`src/sv/json_string_escaper_defines.svh`:
```
// ----------------------------------------------------------------------------
// json_string_escaper_defines
// Assertion macros shared by the escaper modules
// ----------------------------------------------------------------------------
`ifndef JSON_STRING_ESCAPER_DEFINES_SVH
`define JSON_STRING_ESCAPER_DEFINES_SVH

`ifndef NO_ASSERTIONS

// expression holds at every clock edge out of reset
`define JSE_ASSERT_ALWAYS(lbl, expr) \
  lbl: assert property (@(posedge clk) disable iff (!rst_n) (expr)) \
    else $error("jse assertion failed");

// consequent holds in the cycle after the antecedent
`define JSE_ASSERT_NEXT(lbl, ante, cons) \
  lbl: assert property (@(posedge clk) disable iff (!rst_n) (ante) |=> (cons)) \
    else $error("jse assertion failed");

`else

`define JSE_ASSERT_ALWAYS(lbl, expr)
`define JSE_ASSERT_NEXT(lbl, ante, cons)

`endif

`endif

```
`src/sv/jse_pkg.sv`:
```
// ----------------------------------------------------------------------------
// jse_pkg
// Types, character codes and helpers for the JSON string escaper
// ----------------------------------------------------------------------------
`timescale 1ns / 1ps

package jse_pkg;

  localparam int BYTE_W  = 8;
  localparam int RUN_MAX = 6;
  localparam int IDX_W   = $clog2(RUN_MAX);

  // character codes
  localparam logic [BYTE_W-1:0] CH_BSLASH = 8'h5C;
  localparam logic [BYTE_W-1:0] CH_QUOTE  = 8'h22;
  localparam logic [BYTE_W-1:0] CH_SLASH  = 8'h2F;
  localparam logic [BYTE_W-1:0] CH_LOW_U  = 8'h75;
  localparam logic [BYTE_W-1:0] CH_ZERO   = 8'h30;
  localparam logic [BYTE_W-1:0] CH_LOW_B  = 8'h62;
  localparam logic [BYTE_W-1:0] CH_LOW_T  = 8'h74;
  localparam logic [BYTE_W-1:0] CH_LOW_N  = 8'h6E;
  localparam logic [BYTE_W-1:0] CH_LOW_F  = 8'h66;
  localparam logic [BYTE_W-1:0] CH_LOW_R  = 8'h72;
  localparam logic [BYTE_W-1:0] CH_LOW_A  = 8'h61;

  // control bytes with a short escape
  localparam logic [BYTE_W-1:0] CTL_BS = 8'h08;
  localparam logic [BYTE_W-1:0] CTL_HT = 8'h09;
  localparam logic [BYTE_W-1:0] CTL_LF = 8'h0A;
  localparam logic [BYTE_W-1:0] CTL_FF = 8'h0C;
  localparam logic [BYTE_W-1:0] CTL_CR = 8'h0D;

  // bytes below this are control bytes
  localparam logic [BYTE_W-1:0] CTRL_LIMIT = 8'd32;

  // positions inside an escape run
  localparam logic [IDX_W-1:0] POS_0 = IDX_W'(0);
  localparam logic [IDX_W-1:0] POS_1 = IDX_W'(1);
  localparam logic [IDX_W-1:0] POS_2 = IDX_W'(2);
  localparam logic [IDX_W-1:0] POS_3 = IDX_W'(3);
  localparam logic [IDX_W-1:0] POS_4 = IDX_W'(4);
  localparam logic [IDX_W-1:0] POS_LAST = IDX_W'(RUN_MAX - 1);

  // one output byte with its markers
  typedef struct packed {
    logic [BYTE_W-1:0] data;
    logic              run_end;
    logic              string_end;
  } beat_t;

  // lower-case hex digit for a nibble
  function automatic logic [BYTE_W-1:0] hex_char(input logic [3:0] nib);
    logic [BYTE_W-1:0] wide;
    wide = {4'b0000, nib};
    if (nib < 4'd10) begin
      hex_char = wide + CH_ZERO;
    end else begin
      hex_char = wide + CH_LOW_A - 8'd10;
    end
  endfunction

endpackage

```
`src/sv/json_string_escaper.sv`:
```
// ----------------------------------------------------------------------------
// json_string_escaper
// Escapes a byte stream for use inside a JSON string literal
// ----------------------------------------------------------------------------
//   channel  dir  tdata          tuser     tlast
//   in_      in   in_byte[7:0]   -         last_byte
//   out_     out  out_byte[7:0]  run_end   string_end
//
// one output byte per cycle while out_tready is high and input keeps up; a byte passed
// through yields one byte, a short escape two and a \u00xx escape six, set by the
// run stage's position counter; input passes the run register, then the result register
// rst_n is synchronous and active low and empties both registers
// a stalled out_tready holds the result register and backs up into in_tready
// ----------------------------------------------------------------------------
`timescale 1ns / 1ps

module json_string_escaper (
  input  logic                       clk,
  input  logic                       rst_n,
  input  logic                       in_tvalid,
  output logic                       in_tready,
  input  logic [jse_pkg::BYTE_W-1:0] in_tdata,   // [7:0] in_byte
  input  logic                       in_tlast,
  output logic                       out_tvalid,
  input  logic                       out_tready,
  output logic [jse_pkg::BYTE_W-1:0] out_tdata,  // [7:0] out_byte
  output logic                       out_tuser,  // [0] run_end
  output logic                       out_tlast
);
  import jse_pkg::*;

  logic  space;
  logic  beat_valid;
  beat_t beat;
  beat_t out_beat;

  // current byte and its position in the escape run
  jse_run_stage u_run (
    .clk        (clk),
    .rst_n      (rst_n),
    .in_valid   (in_tvalid),
    .in_byte    (in_tdata),
    .in_last    (in_tlast),
    .in_ready   (in_tready),
    .space      (space),
    .beat_valid (beat_valid),
    .beat       (beat)
  );

  // result register
  jse_out_reg u_out (
    .clk        (clk),
    .rst_n      (rst_n),
    .beat_valid (beat_valid),
    .beat       (beat),
    .space      (space),
    .out_valid  (out_tvalid),
    .out_beat   (out_beat),
    .out_ready  (out_tready)
  );

  assign out_tdata = out_beat.data;
  assign out_tuser = out_beat.run_end;
  assign out_tlast = out_beat.string_end;

endmodule

```
`src/sv/jse_escape.sv`:
```
// ----------------------------------------------------------------------------
// jse_escape
// Picks the output byte at a given position of a byte's escape run
// ----------------------------------------------------------------------------
`timescale 1ns / 1ps

module jse_escape (
  input  logic [jse_pkg::BYTE_W-1:0] byte_i,
  input  logic [jse_pkg::IDX_W-1:0]  idx_i,
  output logic [jse_pkg::BYTE_W-1:0] data_o,
  output logic                       run_end_o
);
  import jse_pkg::*;

  logic [BYTE_W-1:0] letter;
  logic              is_short;
  logic              is_ctrl;

  // letter of a two-byte escape, zero if none
  always_comb begin
    case (byte_i)
      CTL_BS:    letter = CH_LOW_B;
      CTL_HT:    letter = CH_LOW_T;
      CTL_LF:    letter = CH_LOW_N;
      CTL_FF:    letter = CH_LOW_F;
      CTL_CR:    letter = CH_LOW_R;
      CH_QUOTE:  letter = CH_QUOTE;
      CH_SLASH:  letter = CH_SLASH;
      CH_BSLASH: letter = CH_BSLASH;
      default:   letter = '0;
    endcase
  end

  assign is_short = (letter != '0);
  assign is_ctrl  = !is_short && (byte_i < CTRL_LIMIT);

  // byte at the current position
  always_comb begin
    data_o    = byte_i;
    run_end_o = 1'b1;
    if (is_short) begin
      data_o    = (idx_i == POS_0) ? CH_BSLASH : letter;
      run_end_o = (idx_i == POS_1);
    end else if (is_ctrl) begin
      run_end_o = (idx_i == POS_LAST);
      case (idx_i)
        POS_0:   data_o = CH_BSLASH;
        POS_1:   data_o = CH_LOW_U;
        POS_2:   data_o = CH_ZERO;
        POS_3:   data_o = CH_ZERO;
        POS_4:   data_o = hex_char(byte_i[7:4]);
        default: data_o = hex_char(byte_i[3:0]);
      endcase
    end
  end

endmodule

```
`src/sv/jse_run_stage.sv`:
```
// ----------------------------------------------------------------------------
// jse_run_stage
// Holds the current input byte and steps through its escape run
// ----------------------------------------------------------------------------
`timescale 1ns / 1ps
`include "json_string_escaper_defines.svh"

module jse_run_stage (
  input  logic                       clk,
  input  logic                       rst_n,
  input  logic                       in_valid,
  input  logic [jse_pkg::BYTE_W-1:0] in_byte,
  input  logic                       in_last,
  output logic                       in_ready,
  input  logic                       space,
  output logic                       beat_valid,
  output jse_pkg::beat_t             beat
);
  import jse_pkg::*;

  logic              vld_r, vld_nxt;
  logic [BYTE_W-1:0] byte_r, byte_nxt;
  logic              last_r, last_nxt;
  logic [IDX_W-1:0]  idx_r, idx_nxt;
  logic [BYTE_W-1:0] esc_data;
  logic              esc_end;
  logic              take;
  logic              accept;

  jse_escape u_escape (
    .byte_i    (byte_r),
    .idx_i     (idx_r),
    .data_o    (esc_data),
    .run_end_o (esc_end)
  );

  assign beat_valid      = vld_r;
  assign beat.data       = esc_data;
  assign beat.run_end    = esc_end;
  assign beat.string_end = esc_end & last_r;

  // a beat moves on when the output register has room
  assign take     = vld_r & space;
  assign in_ready = !vld_r || (take && esc_end);
  assign accept   = in_valid & in_ready;

  // next run state
  always_comb begin
    vld_nxt  = vld_r;
    byte_nxt = byte_r;
    last_nxt = last_r;
    idx_nxt  = idx_r;
    if (take) begin
      if (esc_end) begin
        vld_nxt = 1'b0;
        idx_nxt = '0;
      end else begin
        idx_nxt = idx_r + 1'b1;
      end
    end
    if (accept) begin
      vld_nxt  = 1'b1;
      byte_nxt = in_byte;
      last_nxt = in_last;
      idx_nxt  = '0;
    end
  end

  always_ff @(posedge clk) begin
    if (!rst_n) begin
      vld_r <= 1'b0;
      idx_r <= '0;
    end else begin
      vld_r <= vld_nxt;
      idx_r <= idx_nxt;
    end
  end

  // payload needs no reset
  always_ff @(posedge clk) begin
    byte_r <= byte_nxt;
    last_r <= last_nxt;
  end

  `JSE_ASSERT_ALWAYS(a_idx_range, !vld_r || (idx_r <= POS_LAST))
  `JSE_ASSERT_NEXT(a_step, take && !esc_end, vld_r && (idx_r == $past(idx_r) + 1'b1))
  `JSE_ASSERT_NEXT(a_hold, vld_r && !take, vld_r && $stable(byte_r) && $stable(idx_r))
  `JSE_ASSERT_NEXT(a_load, accept, vld_r && (idx_r == POS_0))

endmodule

```
`src/sv/jse_out_reg.sv`:
```
// ----------------------------------------------------------------------------
// jse_out_reg
// Result register between the run stage and the output channel
// ----------------------------------------------------------------------------
`timescale 1ns / 1ps
`include "json_string_escaper_defines.svh"

module jse_out_reg (
  input  logic           clk,
  input  logic           rst_n,
  input  logic           beat_valid,
  input  jse_pkg::beat_t beat,
  output logic           space,
  output logic           out_valid,
  output jse_pkg::beat_t out_beat,
  input  logic           out_ready
);
  import jse_pkg::*;

  logic  vld_r, vld_nxt;
  beat_t beat_r, beat_nxt;
  logic  load;

  // room when empty or being emptied this cycle
  assign space     = !vld_r || out_ready;
  assign load      = beat_valid & space;
  assign out_valid = vld_r;
  assign out_beat  = beat_r;

  always_comb begin
    vld_nxt  = vld_r;
    beat_nxt = beat_r;
    if (load) begin
      vld_nxt  = 1'b1;
      beat_nxt = beat;
    end else if (out_ready) begin
      vld_nxt = 1'b0;
    end
  end

  always_ff @(posedge clk) begin
    if (!rst_n) begin
      vld_r <= 1'b0;
    end else begin
      vld_r <= vld_nxt;
    end
  end

  always_ff @(posedge clk) begin
    beat_r <= beat_nxt;
  end

  `JSE_ASSERT_ALWAYS(a_string_end_in_run, !vld_r || !beat_r.string_end || beat_r.run_end)
  `JSE_ASSERT_NEXT(a_load_shows, load, vld_r && (beat_r == $past(beat)))

endmodule

```
`config.mk`:
```
export PLATFORM = sky130hd
export DESIGN_NAME = json_string_escaper
export DESIGN_NICKNAME = d
export VERILOG_FILES = /design/src/sv/jse_pkg.sv /design/src/sv/json_string_escaper.sv /design/src/sv/jse_escape.sv /design/src/sv/jse_run_stage.sv /design/src/sv/jse_out_reg.sv
export VERILOG_INCLUDE_DIRS = /design/src /design/src/sv
export SDC_FILE = /design/constraint.sdc
export NUM_CORES = 1
export LEC_CHECK = 0
export BUFFER_PORTS_ARGS = -buffer_cell sky130_fd_sc_hd__buf_4
export CAP_MARGIN = 20
export CORE_ASPECT_RATIO = 0.9
export CORE_MARGIN = 8
export CORE_UTILIZATION = 60
export DETAILED_ROUTE_END_ITERATION = 16
export PLACE_DENSITY = 0.81
export SLEW_MARGIN = 30
export SYNTH_ARGS = -nofsm -noshare
export SYNTH_HDL_FRONTEND = slang
export SYNTH_SLANG_ARGS = --single-unit
```
`constraint.sdc`:
```
create_clock -name clk -period 4.79 [get_ports clk]
set_input_delay 0.479 -clock clk [delete_from_list [all_inputs] [get_ports clk]]
set_output_delay 0.479 -clock clk [all_outputs]
set_load 0.03 [all_outputs]
```
# Yosys cells after proc, flatten, opt, wreduce, memory -nomap -nowiden
# Index checks and enable logic that the tools add are counted.
# op_classes
n_bitwise	4
n_eq_ne	13
n_lt_le_gt_ge	3
n_mux	15
reduce_logical	15
add_sub_neg	7
# op_table
operator	n
one-hot mux 7 bit (8 select lines)	1
equality test 8 x 4 -> 1 bit (second input constant)	5
2-to-1 mux 8 bit	5
one-hot mux 8 bit (4 select lines)	1
adder 4 x 7 -> 8 bit (second input constant)	2
equality test 8 x 6 -> 1 bit (second input constant)	2
subtractor 8 x 4 -> 8 bit (second input constant)	2
adder 4 x 6 -> 7 bit (second input constant)	2
equality test 8 x 7 -> 1 bit (second input constant)	1
less-than comparator 4 bit (second input constant)	2
less-than comparator 8 x 6 -> 1 bit (second input constant)	1
nonzero test 8 bit	1
2-to-1 mux 1 bit	7
equality test 3 x 2 -> 1 bit (second input constant)	2
equality test 3 bit (second input constant)	2
nonzero test 2 bit	3
OR reduction 2 bit	2
adder 3 x 1 -> 3 bit (second input constant)	1
AND 1 bit	3
equality test 3 x 1 -> 1 bit (second input constant)	1
logical NOT 1 bit	3
logical NOT 3 bit	1
2-to-1 mux 3 bit	1
logical AND 1 bit	2
3 further kinds	4
# word_totals
output_inout_bits	12
wordCells	65
register_bits	24
inputBits	13

# Logic depth before layout (Yosys ltp)
# Gate-level depths: netlist of run 1.
# logic_depth
depth_word	12
ltp_mapped	8
depth_no_buf	7

# Cells and area by module
# Synthesis of run 1 repeated with hierarchy kept, for this count alone.
# hier_totals
cells_unflattened	130
hier_area_um2	1441.4
# modules_own_cells
module	cells_each	area_per_inst_um2	instances	seq_area_each_um2
jse_escape	82	611.8	1	0.0
jse_run_stage	33	471.7	1	350.3
jse_out_reg	15	357.8	1	320.3

# Least setup slack after synthesis of run 1
# OpenSTA, ideal clock, no wires.
# synth_timing
kind	register to register
from	register u_run.byte_r[0]
to	register u_run.byte_r[0], enable pin
path_slack_ns	1.841
stages_incl_launch_ff	8
t_arrival_ns	2.559
t_required_ns	4.400
setup_ns	0.390
period_less_slack_ns	2.949
n_path_buf	0
path_cell_list	edfxtp_1 -> inv_1 -> ha_1 -> nor2b_1 -> nand4b_1 -> nand4_4 -> mux2_2 -> a211oi_1
# synth_via
elab_chain_cells	10
elab_cells_between_ends	18
classes_between	order compare: 1; eq/ne: 8; mux: 3; bitwise: 1; reduce/logical: 5
# synth_rtl
item	line_no	text
start: declaration	jse_run_stage.sv:22	logic [BYTE_W-1:0] byte_r, byte_nxt;
start signal: assignment	jse_run_stage.sv:81	byte_r <= byte_nxt;
equality test 8 x 7 -> 1 bit, or another cell as far along	jse_escape.sv:21	case (byte_i)
one-hot mux 7 bit (8 select lines)	jse_escape.sv:21	
nonzero test 8 bit	jse_escape.sv:34	assign is_short = (letter != '0);
logical NOT 1 bit	jse_escape.sv:35	assign is_ctrl = !is_short && (byte_i < CTRL_LIMIT);
logical AND 1 bit	jse_escape.sv:35	
2-to-1 mux 1 bit	jse_escape.sv:44	end else if (is_ctrl) begin
2-to-1 mux 1 bit *	jse_escape.sv:41	if (is_short) begin
logical AND 1 bit *	jse_run_stage.sv:44	assign in_ready = !vld_r || (take && esc_end);
logical OR 1 bit *	jse_run_stage.sv:44	
AND 1 bit *	jse_run_stage.sv:45	assign accept = in_valid & in_ready;
named net u_run.accept	jse_run_stage.sv:28	logic accept;
# The timed path passes the listed nets; every way through them passes the cells marked *.
# A chain may end at the register's enable or synchronous reset.

# Worst setup path after layout of run 1
# layout_timing
from	register u_run.byte_r[0]
to	output port in_tready
# layout_via
elab_chain_cells	9
elab_cells_between_ends	17
classes_between	order compare: 1; eq/ne: 8; mux: 3; reduce/logical: 5
# layout_rtl
item	line_no	text
equality test 8 x 7 -> 1 bit, or another cell as far along	jse_escape.sv:21	
one-hot mux 7 bit (8 select lines)	jse_escape.sv:21	
nonzero test 8 bit	jse_escape.sv:34	
logical NOT 1 bit	jse_escape.sv:35	
logical AND 1 bit	jse_escape.sv:35	
2-to-1 mux 1 bit	jse_escape.sv:44	
2-to-1 mux 1 bit *	jse_escape.sv:41	
logical AND 1 bit *	jse_run_stage.sv:44	
logical OR 1 bit *	jse_run_stage.sv:44	
end: declaration	json_string_escaper.sv:21	output logic in_tready,
# Every way passes the cells marked *; elsewhere a longest branch is shown, timed or not.

==> impl_metrics.json, run 1 <==
{
  "path_cells": "inv_1, ha_1, nor2b_1, nand4b_1, nand4_4, mux2_2, a21oi_1, buf_4",
  "dieArea_sq_um": 4580,
  "r2r_slack_ns": 1.78,
  "grt-ovfl-total": 0,
  "yosysUniqueCellTypes": 48,
  "worstHoldPathType": "in -> reg",
  "setup_tns_ns": 0,
  "power.total_mw": 0.436,
  "core_sq_um": 2490,
  "status": "completed",
  "syn_area_per_cell_sq_um": 10.4,
  "synth_common_cells": "19 x edfxtp_1, 13 x ha_1, 13 x nand2_1",
  "yosysSeqAreaShare": 0.419,
  "gp_congestion": 0.929,
  "pre_cts_ws_ns": 1.80,
  "timing.hold.ws_ns": 0.319,
  "cts_buffers": 3,
  "syn_inst": 154,
  "grtUsageTotal": 0.151,
  "fin_crit_sh": 0.676,
  "clock_sinks": 24,
  "synthesis.nets": 180,
  "port_buffers": 24,
  "fp.dieH_um": 65.0,
  "areaGrowthSynthToFinish_pct": 13.1,
  "cts.hold.buffers_added": 0,
  "clk_latency_ns": 0.32,
  "synth_mux_area_frac": 0.0281,
  "synthAdderAreaFrac": 0.102,
  "rsz0062_at_grt": "false",
  "total_leakage_power_nw": 0.680,
  "row_count": 17,
  "routed-via-count": 1296,
  "synth-compound-area-share": 0.213,
  "max_clock_freq_mhz": 309,
  "cts_tree": "done",
  "drv_slew": 0,
  "max_stage_delay_ns": 0.48,
  "critical_path.slowest_cell": "edfxtp_1",
  "ys_ff_latch": 24,
  "die_w_um": 70.4,
  "dp_hpwl_mm": 2.65,
  "firstDrtPassIters": 4,
  "diodes": 0,
  "required_ns": 4.31,
  "ir_drop_uv": 208,
  "layout.nets": 201,
  "drc": 0,
  "setup_violations": 0,
  "place_inst": 198,
  "worst_slack_ns": 1.55,
  "critPathArrivalTime_ns": 2.76,
  "tightest_slew_ns": 0.849,
  "multiInputGateArea_sq_um": 853,
  "synth_top_area_share": 0.357,
  "wire_per_inst_um": 16.7,
  "drive_above_1_share": 0.213,
  "grt_start_max_net_pins": 14,
  "path_max_fanout": 12,
  "fin_worst_skew_ns": 0.00146,
  "synth_enable_flop_cells": 19,
  "power.density_nw_per_um2": 241,
  "h-tree-depth": 1,
  "syn-cell-area_sq_um": 1600,
  "synth_xor_area_frac": 0.00547,
  "drv_cap": 0,
  "fin_cells": 202,
  "clk_root_buffer_cell": "clkbuf_4",
  "yosysTopAreaCell": "edfxtp_1",
  "start_util": 0.643,
  "finalWirelength_mm": 3.38,
  "yosys_most_used_dff": "edfxtp_1",
  "end_kind": "output pin",
  "drt_iter0_drc": 82,
  "hold_violations": 0,
  "ctsResizeCount": 0,
  "netlist_top_cells_area": "edfxtp_1 36%, ha_1 10%, dfxtp_1 6.3%",
  "ant_nets": 0,
  "via_per_inst": 6.42,
  "antenna_found_initial": 0,
  "grt_pass1_wl_mm": 5.68,
  "clockBufferDepth": 2,
  "design.portCount": 25,
  "seqCellArea_sq_um": 671,
  "yosys.area_share.simple": 0.182,
  "cts_setup_buffers": 0,
  "clk_pin_slew_ns": 0.13,
  "grt_pass1_vias": 1258,
  "slew_headroom": 0.432,
  "post-route-min-period_ns": 3.24,
  "synth-warning-count": 0,
  "synth_top_family_by_area": "compound AO/OA/AOI/OAI gates",
  "critPathKind": "reg -> out",
  "synth_most_common_cell": "edfxtp_1",
  "startpoint_type": "flop",
  "fillers": 171,
  "async_flop_share": 0
}
[report_power, final]
| part | total, mW | internal (mW) | switching (mW) |
|---|---|---|---|
| logic | 0.0756 | 0.0307 | 0.0449 |
| registers | 0.251 | 0.240 | 0.0117 |
| clock network | 0.109 | 0.0466 | 0.0623 |
| total | 0.436 | 0.317 | 0.119 |
[cells by family after synthesis]
| logic type | after synthesis |
|---|---|
| AND/OR/NAND/NOR | 49 |
| adder cells (fa/ha/maj) | 13 |
| buffers and inverters | 17 |
| multiplexers | 4 |
| flip-flops | 24 |
| AO/OA/AOI/OAI | 46 |
| XOR/XNOR | 1 |
[stage by stage]
step / utilization / instance area, sq um
2_1_floorplan: - / 1600
3_3_place_gp: 0.710 / 1770
3_5_place_dp: 0.712 / 1770
4_1_cts: 0.727 / 1810
5_1_grt: 0.727 / 1810
6_report: 0.727 / 1810
[state kept, by name, summed over array words and instances (netlist names)]
signal and flops:
u_out.out_beat 10, u_run.byte_r 8, u_run.idx_r 3, u_out.out_valid 1, u_run.beat_valid 1, u_run.last_r 1
[critical path, delay by kind of cell (launching register included)]
family                   cells  cell delay, ns
buffers and inverters        2            0.33
AO/OA/AOI/OAI                1            0.16
multiplexers                 1            0.38
flip-flops                   1            0.48
adder cells (fa/ha/maj)      1            0.14
AND/OR/NAND/NOR              3            0.94
[routing by layer]
metal	track usage	routed length (um)	vias to the layer above
li1	-	-	632
met1	0.184	1460	591
met2	0.237	1500	62
met3	0.0426	303	11
met4	0.0802	121	0
met5	0	0	-
[final cells by class]
cell class              instances  area share
repair buffers                 24      0.0996
flip-flops and latches         24       0.371
well taps                      28      0.0194
multi-input cells             113       0.472
clock buffers                   4      0.0201
inverters                       9      0.0187
[placed cells by master (no fill, tap or decap), types with 2 or more instances in the layout]
cell	instances
a211oi_1	2
a21boi_0	2
a21oi_1	6
a221oi_1	2
a31oi_1	3
a41oi_1	2
and4_1	2
buf_4	24
clkbuf_4	3
dfxtp_1	5
edfxtp_1	19
ha_1	13
inv_1	9
mux2i_1	2
nand2_1	13
nand3_1	4
nand4_1	3
nand4b_1	2
nor2_1	8
nor2b_1	4
nor3_1	2
o211ai_1	2
o21a_1	6
o21ai_0	5
o21bai_1	2
o31ai_1	6
[worst paths after layout]
kind / start / end / cells after the start
worst min-delay path: in_tlast / u_run.last_r / 1
worst max-delay path: u_run.byte_r[0] / in_tready / 8
worst min register to register: u_run.idx_r[1] / u_run.idx_r[1] / 2
worst max register to register: u_run.byte_r[0] / u_run.byte_r[2] / 7
Note: power is estimated with default switching activity, not from simulation.
==> inputs of run 2 (changes only) <==
Settings changed: CORE_UTILIZATION 60 to 56, PLACE_DENSITY 0.81 to 0.76.
Clock period 4.79 ns to 3.2 ns, I/O delays scaled along.
==> run 2 against run 1 <==
- non-clock buffer count is 1 higher
- via count is 0.93% lower
- critical path type unchanged
- final cell count is 6.4% higher
- register-to-register slack worse by 1.3 ns
- total power is 48% higher
- first-iteration DRC count is 11% higher
- die area is 5.4% higher
- worst setup slack worse by 1.3 ns
- sequential power is 50% higher
==> impl_metrics.json, run 2 (synthesis results as in run 1) <==
{
  "status": "completed",
  "fin_worst_skew_ns": 0.00148,
  "gp_congestion": 0.967,
  "areaGrowthSynthToFinish_pct": 14.3,
  "post-route-min-period_ns": 2.94,
  "critPathArrivalTime_ns": 2.62,
  "drv_slew": 0,
  "antenna_found_initial": 0,
  "pwr-share-clk": 0.236,
  "setup_tns_ns": 0,
  "cts_tree": "done",
  "clk_latency_ns": 0.31,
  "hold_violations": 0,
  "cts_buffers": 3,
  "drc": 0,
  "path_max_fanout": 12,
  "multiInputGateArea_sq_um": 851,
  "power_frac_seq": 0.586,
  "worstHoldPathType": "in -> reg",
  "layout.nets": 202,
  "grtUsageTotal": 0.149,
  "tightest_slew_ns": 0.784,
  "dp_hpwl_mm": 2.73,
  "design.portCount": 25,
  "clockBufferDepth": 2,
  "fp.dieH_um": 66.7,
  "clk_pin_slew_ns": 0.11,
  "diodes": 0,
  "drv_cap": 0,
  "holdPathStages": 1,
  "power_switching_mw": 0.168,
  "utilization": 0.671,
  "critical_path.slowest_cell": "edfxtp_1",
  "routed-via-count": 1284,
  "row_count": 18,
  "critPathKind": "reg -> out",
  "via_per_inst": 5.97,
  "max_clock_freq_mhz": 340,
  "r2r_slack_ns": 0.48,
  "power.density_nw_per_um2": 351,
  "fin_cells": 215,
  "path_cells": "inv_1, ha_1, nor2b_2, nand4b_1, nand4_4, mux2_2, a21oi_1, buf_4",
  "largest_reg_flops": 10,
  "finalWirelength_mm": 3.45,
  "ctsResizeCount": 0,
  "ant_nets": 0,
  "start_util": 0.587,
  "place_inst": 211,
  "wire_per_inst_um": 16.1,
  "drt_iter0_drc": 91,
  "final_cell_mix": "25 x buf_4, 19 x edfxtp_1, 13 x nand2_1, 13 x ha_1, 9 x inv_1",
  "seqCellArea_sq_um": 671,
  "dieArea_sq_um": 4830,
  "slew_headroom": 0.476,
  "required_ns": 2.88,
  "ir_drop_uv": 307,
  "setup_violations": 0,
  "r2r-start": "u_run.byte_r[0]",
  "reg2reg_depth": 8,
  "grt_pass1_wl_mm": 5.66,
  "rsz0062_at_grt": "false",
  "p_sw_frac": 0.261,
  "cts.hold.buffers_added": 0,
  "cpLargestDelayFamily": "simple AND/OR/NAND/NOR gates",
  "die_w_um": 72.4,
  "startpoint_type": "flop",
  "max_stage_delay_ns": 0.48,
  "total_leakage_power_nw": 0.684,
  "intPower_mw": 0.475,
  "core_sq_um": 2730,
  "drive_above_1_share": 0.217,
  "worst-path-buf-inv": 2,
  "clock_sinks": 24,
  "cts_setup_buffers": 0,
  "grt_pass1_vias": 1235,
  "p_comb_frac": 0.178,
  "r2r-end": "u_run.byte_r[2]",
  "fin_crit_sh": 0.919,
  "layout.cells.most_common": "buf_4",
  "fillers": 210,
  "firstDrtPassIters": 4,
  "h-tree-depth": 1,
  "grt_start_max_net_pins": 14,
  "end_kind": "output pin",
  "whs_endpoint": "u_run.byte_r[0]",
  "port_buffers": 24,
  "grt-ovfl-total": 0,
  "clk_root_buffer_cell": "clkbuf_4",
  "min-delay-start": "in_tdata[0]"
}
run 2: changes by cell type in the layout (fill, tap and decap cells not counted), sizes merged:
cell  before  now
buf       24   25
run 2: cell type report:
class	count	area share
clock buffer	4	0.0198
timing repair buffer	25	0.103
sequential	24	0.367
multi-input combinational	113	0.465
inverter	9	0.0185
tap	40	0.0274
run 2: how the worst max path moves through the flow:
stage	from	slack, ns	end	cells after the start
3_3_place_gp	u_run.byte_r[0]	0.50	u_run.byte_r[0]	8
5_1_grt	u_run.byte_r[0]	0.15	in_tready	8
6_report	u_run.byte_r[0]	0.26	in_tready	8
2_1_floorplan	u_run.byte_r[0]	0.25	u_run.byte_r[0]	7
4_1_cts	u_run.byte_r[0]	0.16	in_tready	8
3_5_place_dp	u_run.byte_r[0]	0.40	u_run.byte_r[1]	8
run 2: routing by layer:
layer	share of wire	track usage
met4	0.013	0.0560
met5	0	0
met3	0.086	0.0480
met2	0.44	0.229
met1	0.46	0.190
run 2: per-stage QoR:
| stage | power [mW] | cell area, sq um | hold WS, ns | setup WS [ns] |
|---|---|---|---|---|
| after floorplan | 0.455 | 1600 | 0.419 | 0.251 |
| after global placement | 0.494 | 1790 | 0.495 | 0.501 |
| after detailed placement | 0.496 | 1790 | 0.499 | 0.395 |
| after CTS | 0.647 | 1830 | 0.168 | 0.155 |
| after global routing | 0.668 | 1830 | 0.155 | 0.146 |
| final | 0.643 | 1830 | 0.175 | 0.259 |
run 2: power by group through the flow:
| stage | clock (mW) | combinational, mW | sequential, mW |
|---|---|---|---|
| after global routing | 0.165 | 0.124 | 0.379 |
| final | 0.152 | 0.114 | 0.376 |
| after CTS | 0.157 | 0.114 | 0.375 |
| after floorplan | 0 | 0.0636 | 0.391 |
| after global placement | 0 | 0.113 | 0.381 |
| after detailed placement | 0 | 0.114 | 0.383 |
==> inputs of run 3 (changes only) <==
==> constraint.sdc (replaced) <==
create_clock -name clk -period 3.2 [get_ports clk]
set_input_delay 0.64 -clock clk [delete_from_list [all_inputs] [get_ports clk]]
set_output_delay 0.64 -clock clk [all_outputs]
set_load 0.03 [all_outputs]
==> run 3 against run 2 <==
- combinational power up 4%
- clock skew up 0.00093 ns
- clock-buffer cell count unchanged
- critical endpoint unchanged
- critical path depth unchanged
- fmax is 5.3% lower
- sequential cell count unchanged
- design area up 1.6%
- register-to-register slack better by 0.09 ns
- sequential share of layout area fell by 0.59 points
- utilization is 1.1 points higher
- worst setup slack got worse by 0.17 ns
==> impl_metrics.json, run 3 (synthesis results as in run 1) <==
{
  "status": "completed",
  "multiInputGateArea_sq_um": 851,
  "clockBufferDepth": 2,
  "routed-via-count": 1312,
  "dieArea_sq_um": 4830,
  "clock_sinks": 24,
  "grt_pass1_vias": 1228,
  "crit_start": "u_run.byte_r[0]",
  "ant_nets": 0,
  "via_per_inst": 5.99,
  "path_max_fanout": 5,
  "layout.cells.most_common": "buf_4",
  "post-route-min-period_ns": 3.11,
  "drv_slew": 0,
  "cts_buffers": 3,
  "grt-ovfl-total": 0,
  "startpoint_type": "flop",
  "fillers": 202,
  "fp.dieH_um": 66.7,
  "layout.nets": 206,
  "die_w_um": 72.4,
  "seqCellArea_sq_um": 671,
  "placed_cell_area_sq_um": 1800,
  "drc": 0,
  "utilization": 0.682,
  "antenna_found_initial": 0,
  "fin_worst_skew_ns": 0.00240,
  "critPathKind": "reg -> out",
  "dp_hpwl_mm": 2.80,
  "clk_root_buffer_cell": "clkbuf_4",
  "path_cells": "inv_1, ha_1, nor2b_2, nand4b_1, nand4_4, mux2_2, a21oi_1, buf_4",
  "drive_above_1_share": 0.240,
  "critical_path.slowest_cell": "edfxtp_1",
  "grt_start_max_net_pins": 14,
  "required_ns": 2.56,
  "core_sq_um": 2730,
  "endpoint": "in_tready",
  "setup_violations": 0,
  "critPathArrivalTime_ns": 2.47,
  "hold_violations": 0,
  "max_clock_freq_mhz": 322,
  "place_inst": 212,
  "port_buffers": 24,
  "drv_cap": 0,
  "largest_reg_flops": 10,
  "final_cell_mix": "29 x buf_4, 19 x edfxtp_1, 13 x nand2_1, 13 x ha_1",
  "grtUsageTotal": 0.152,
  "drt_iter0_drc": 68,
  "row_count": 18,
  "areaGrowthSynthToFinish_pct": 16.2,
  "fin_crit_sh": 0.971,
  "firstDrtPassIters": 4,
  "clk_latency_ns": 0.32,
  "reg2reg_depth": 8,
  "cts_tree": "done",
  "r2r-start": "u_run.byte_r[0]",
  "r2r_slack_ns": 0.57,
  "grt_pass1_wl_mm": 5.78,
  "final_area_sq_um": 1860,
  "diodes": 0,
  "design.portCount": 25,
  "max_stage_delay_ns": 0.48,
  "end_kind": "output pin",
  "power.density_nw_per_um2": 354,
  "power.total_mw": 0.658,
  "clk_pin_slew_ns": 0.13,
  "tightest_slew_ns": 0.806,
  "h-tree-depth": 1,
  "total_leakage_power_nw": 0.702,
  "r2r-end": "u_run.byte_r[6]",
  "wire_per_inst_um": 16.5,
  "finalWirelength_mm": 3.61,
  "worstHoldPathType": "in -> reg",
  "gp_congestion": 0.953,
  "ir_drop_uv": 242,
  "fin_cells": 219,
  "start_util": 0.587,
  "slew_headroom": 0.461
}
-- run 3: cell count changes in the layout (fill, tap and decap cells not counted) --
cell / previous run / this run
buf_4: 25 / 29
inv_1: 9 / 8
inv_2: 0 / 1
-- run 3: routing by layer --
layer  vias to the layer above  wire length (um)  global-route usage
li1                        636                 -                   -
met1                       603              1670               0.192
met2                        68              1650               0.236
met3                         5               257              0.0360
met4                         0                41              0.0789
met5                         -                 0                   0
-- run 3: critical path, delay by kind of cell, from the launching register on --
family,cells,cell delay [ns]
adder cells (fa/ha/maj),1,0.15
multiplexers,1,0.36
AO/OA/AOI/OAI,1,0.13
buffers and inverters,2,0.32
AND/OR/NAND/NOR,3,0.70
flip-flops,1,0.48
-- run 3: worst min path at each step --
| stage | start | endpoint | slack, ns | depth (start not counted) |
|---|---|---|---|---|
| after global routing | in_tdata[1] | u_run.byte_r[1] | 0.47 | 1 |
| after global placement | u_run.idx_r[1] | u_run.idx_r[1] | 0.49 | 2 |
| after detailed placement | u_run.idx_r[1] | u_run.idx_r[1] | 0.50 | 2 |
| after CTS | in_tdata[4] | u_run.byte_r[4] | 0.48 | 1 |
| after floorplan | u_run.idx_r[1] | u_run.idx_r[1] | 0.47 | 2 |
| final | in_tdata[1] | u_run.byte_r[1] | 0.48 | 1 |
-- run 3: layout make-up --
class                      count  area share
sequential                    24       0.361
inverter                       9      0.0182
multi-input combinational    113       0.458
tap                           40      0.0269
clock buffer                   4      0.0195
timing repair buffer          29       0.117
-- run 3: through the flow --
stage                     hold WS, ns  setup TNS, ns  setup WS, ns
final                           0.482              0        0.0937
after global routing            0.466       -0.00255      -0.00255
after CTS                       0.476              0        0.0889
after detailed placement        0.503              0         0.351
after global placement          0.492              0         0.408
after floorplan                 0.466              0         0.251
-- run 3: where the power goes --
group	internal, mW	switching [mW]
registers	0.358	0.0173
logic	0.0494	0.0697
clock network	0.0697	0.0932
total	0.477	0.180
-- run 3: what timing repair did --
action,in CTS,in global routing
setup endpoints to repair,1,1
buffers inserted,0,3
gates resized for setup,1,1
pin swaps,0,1
hold buffers,0,0
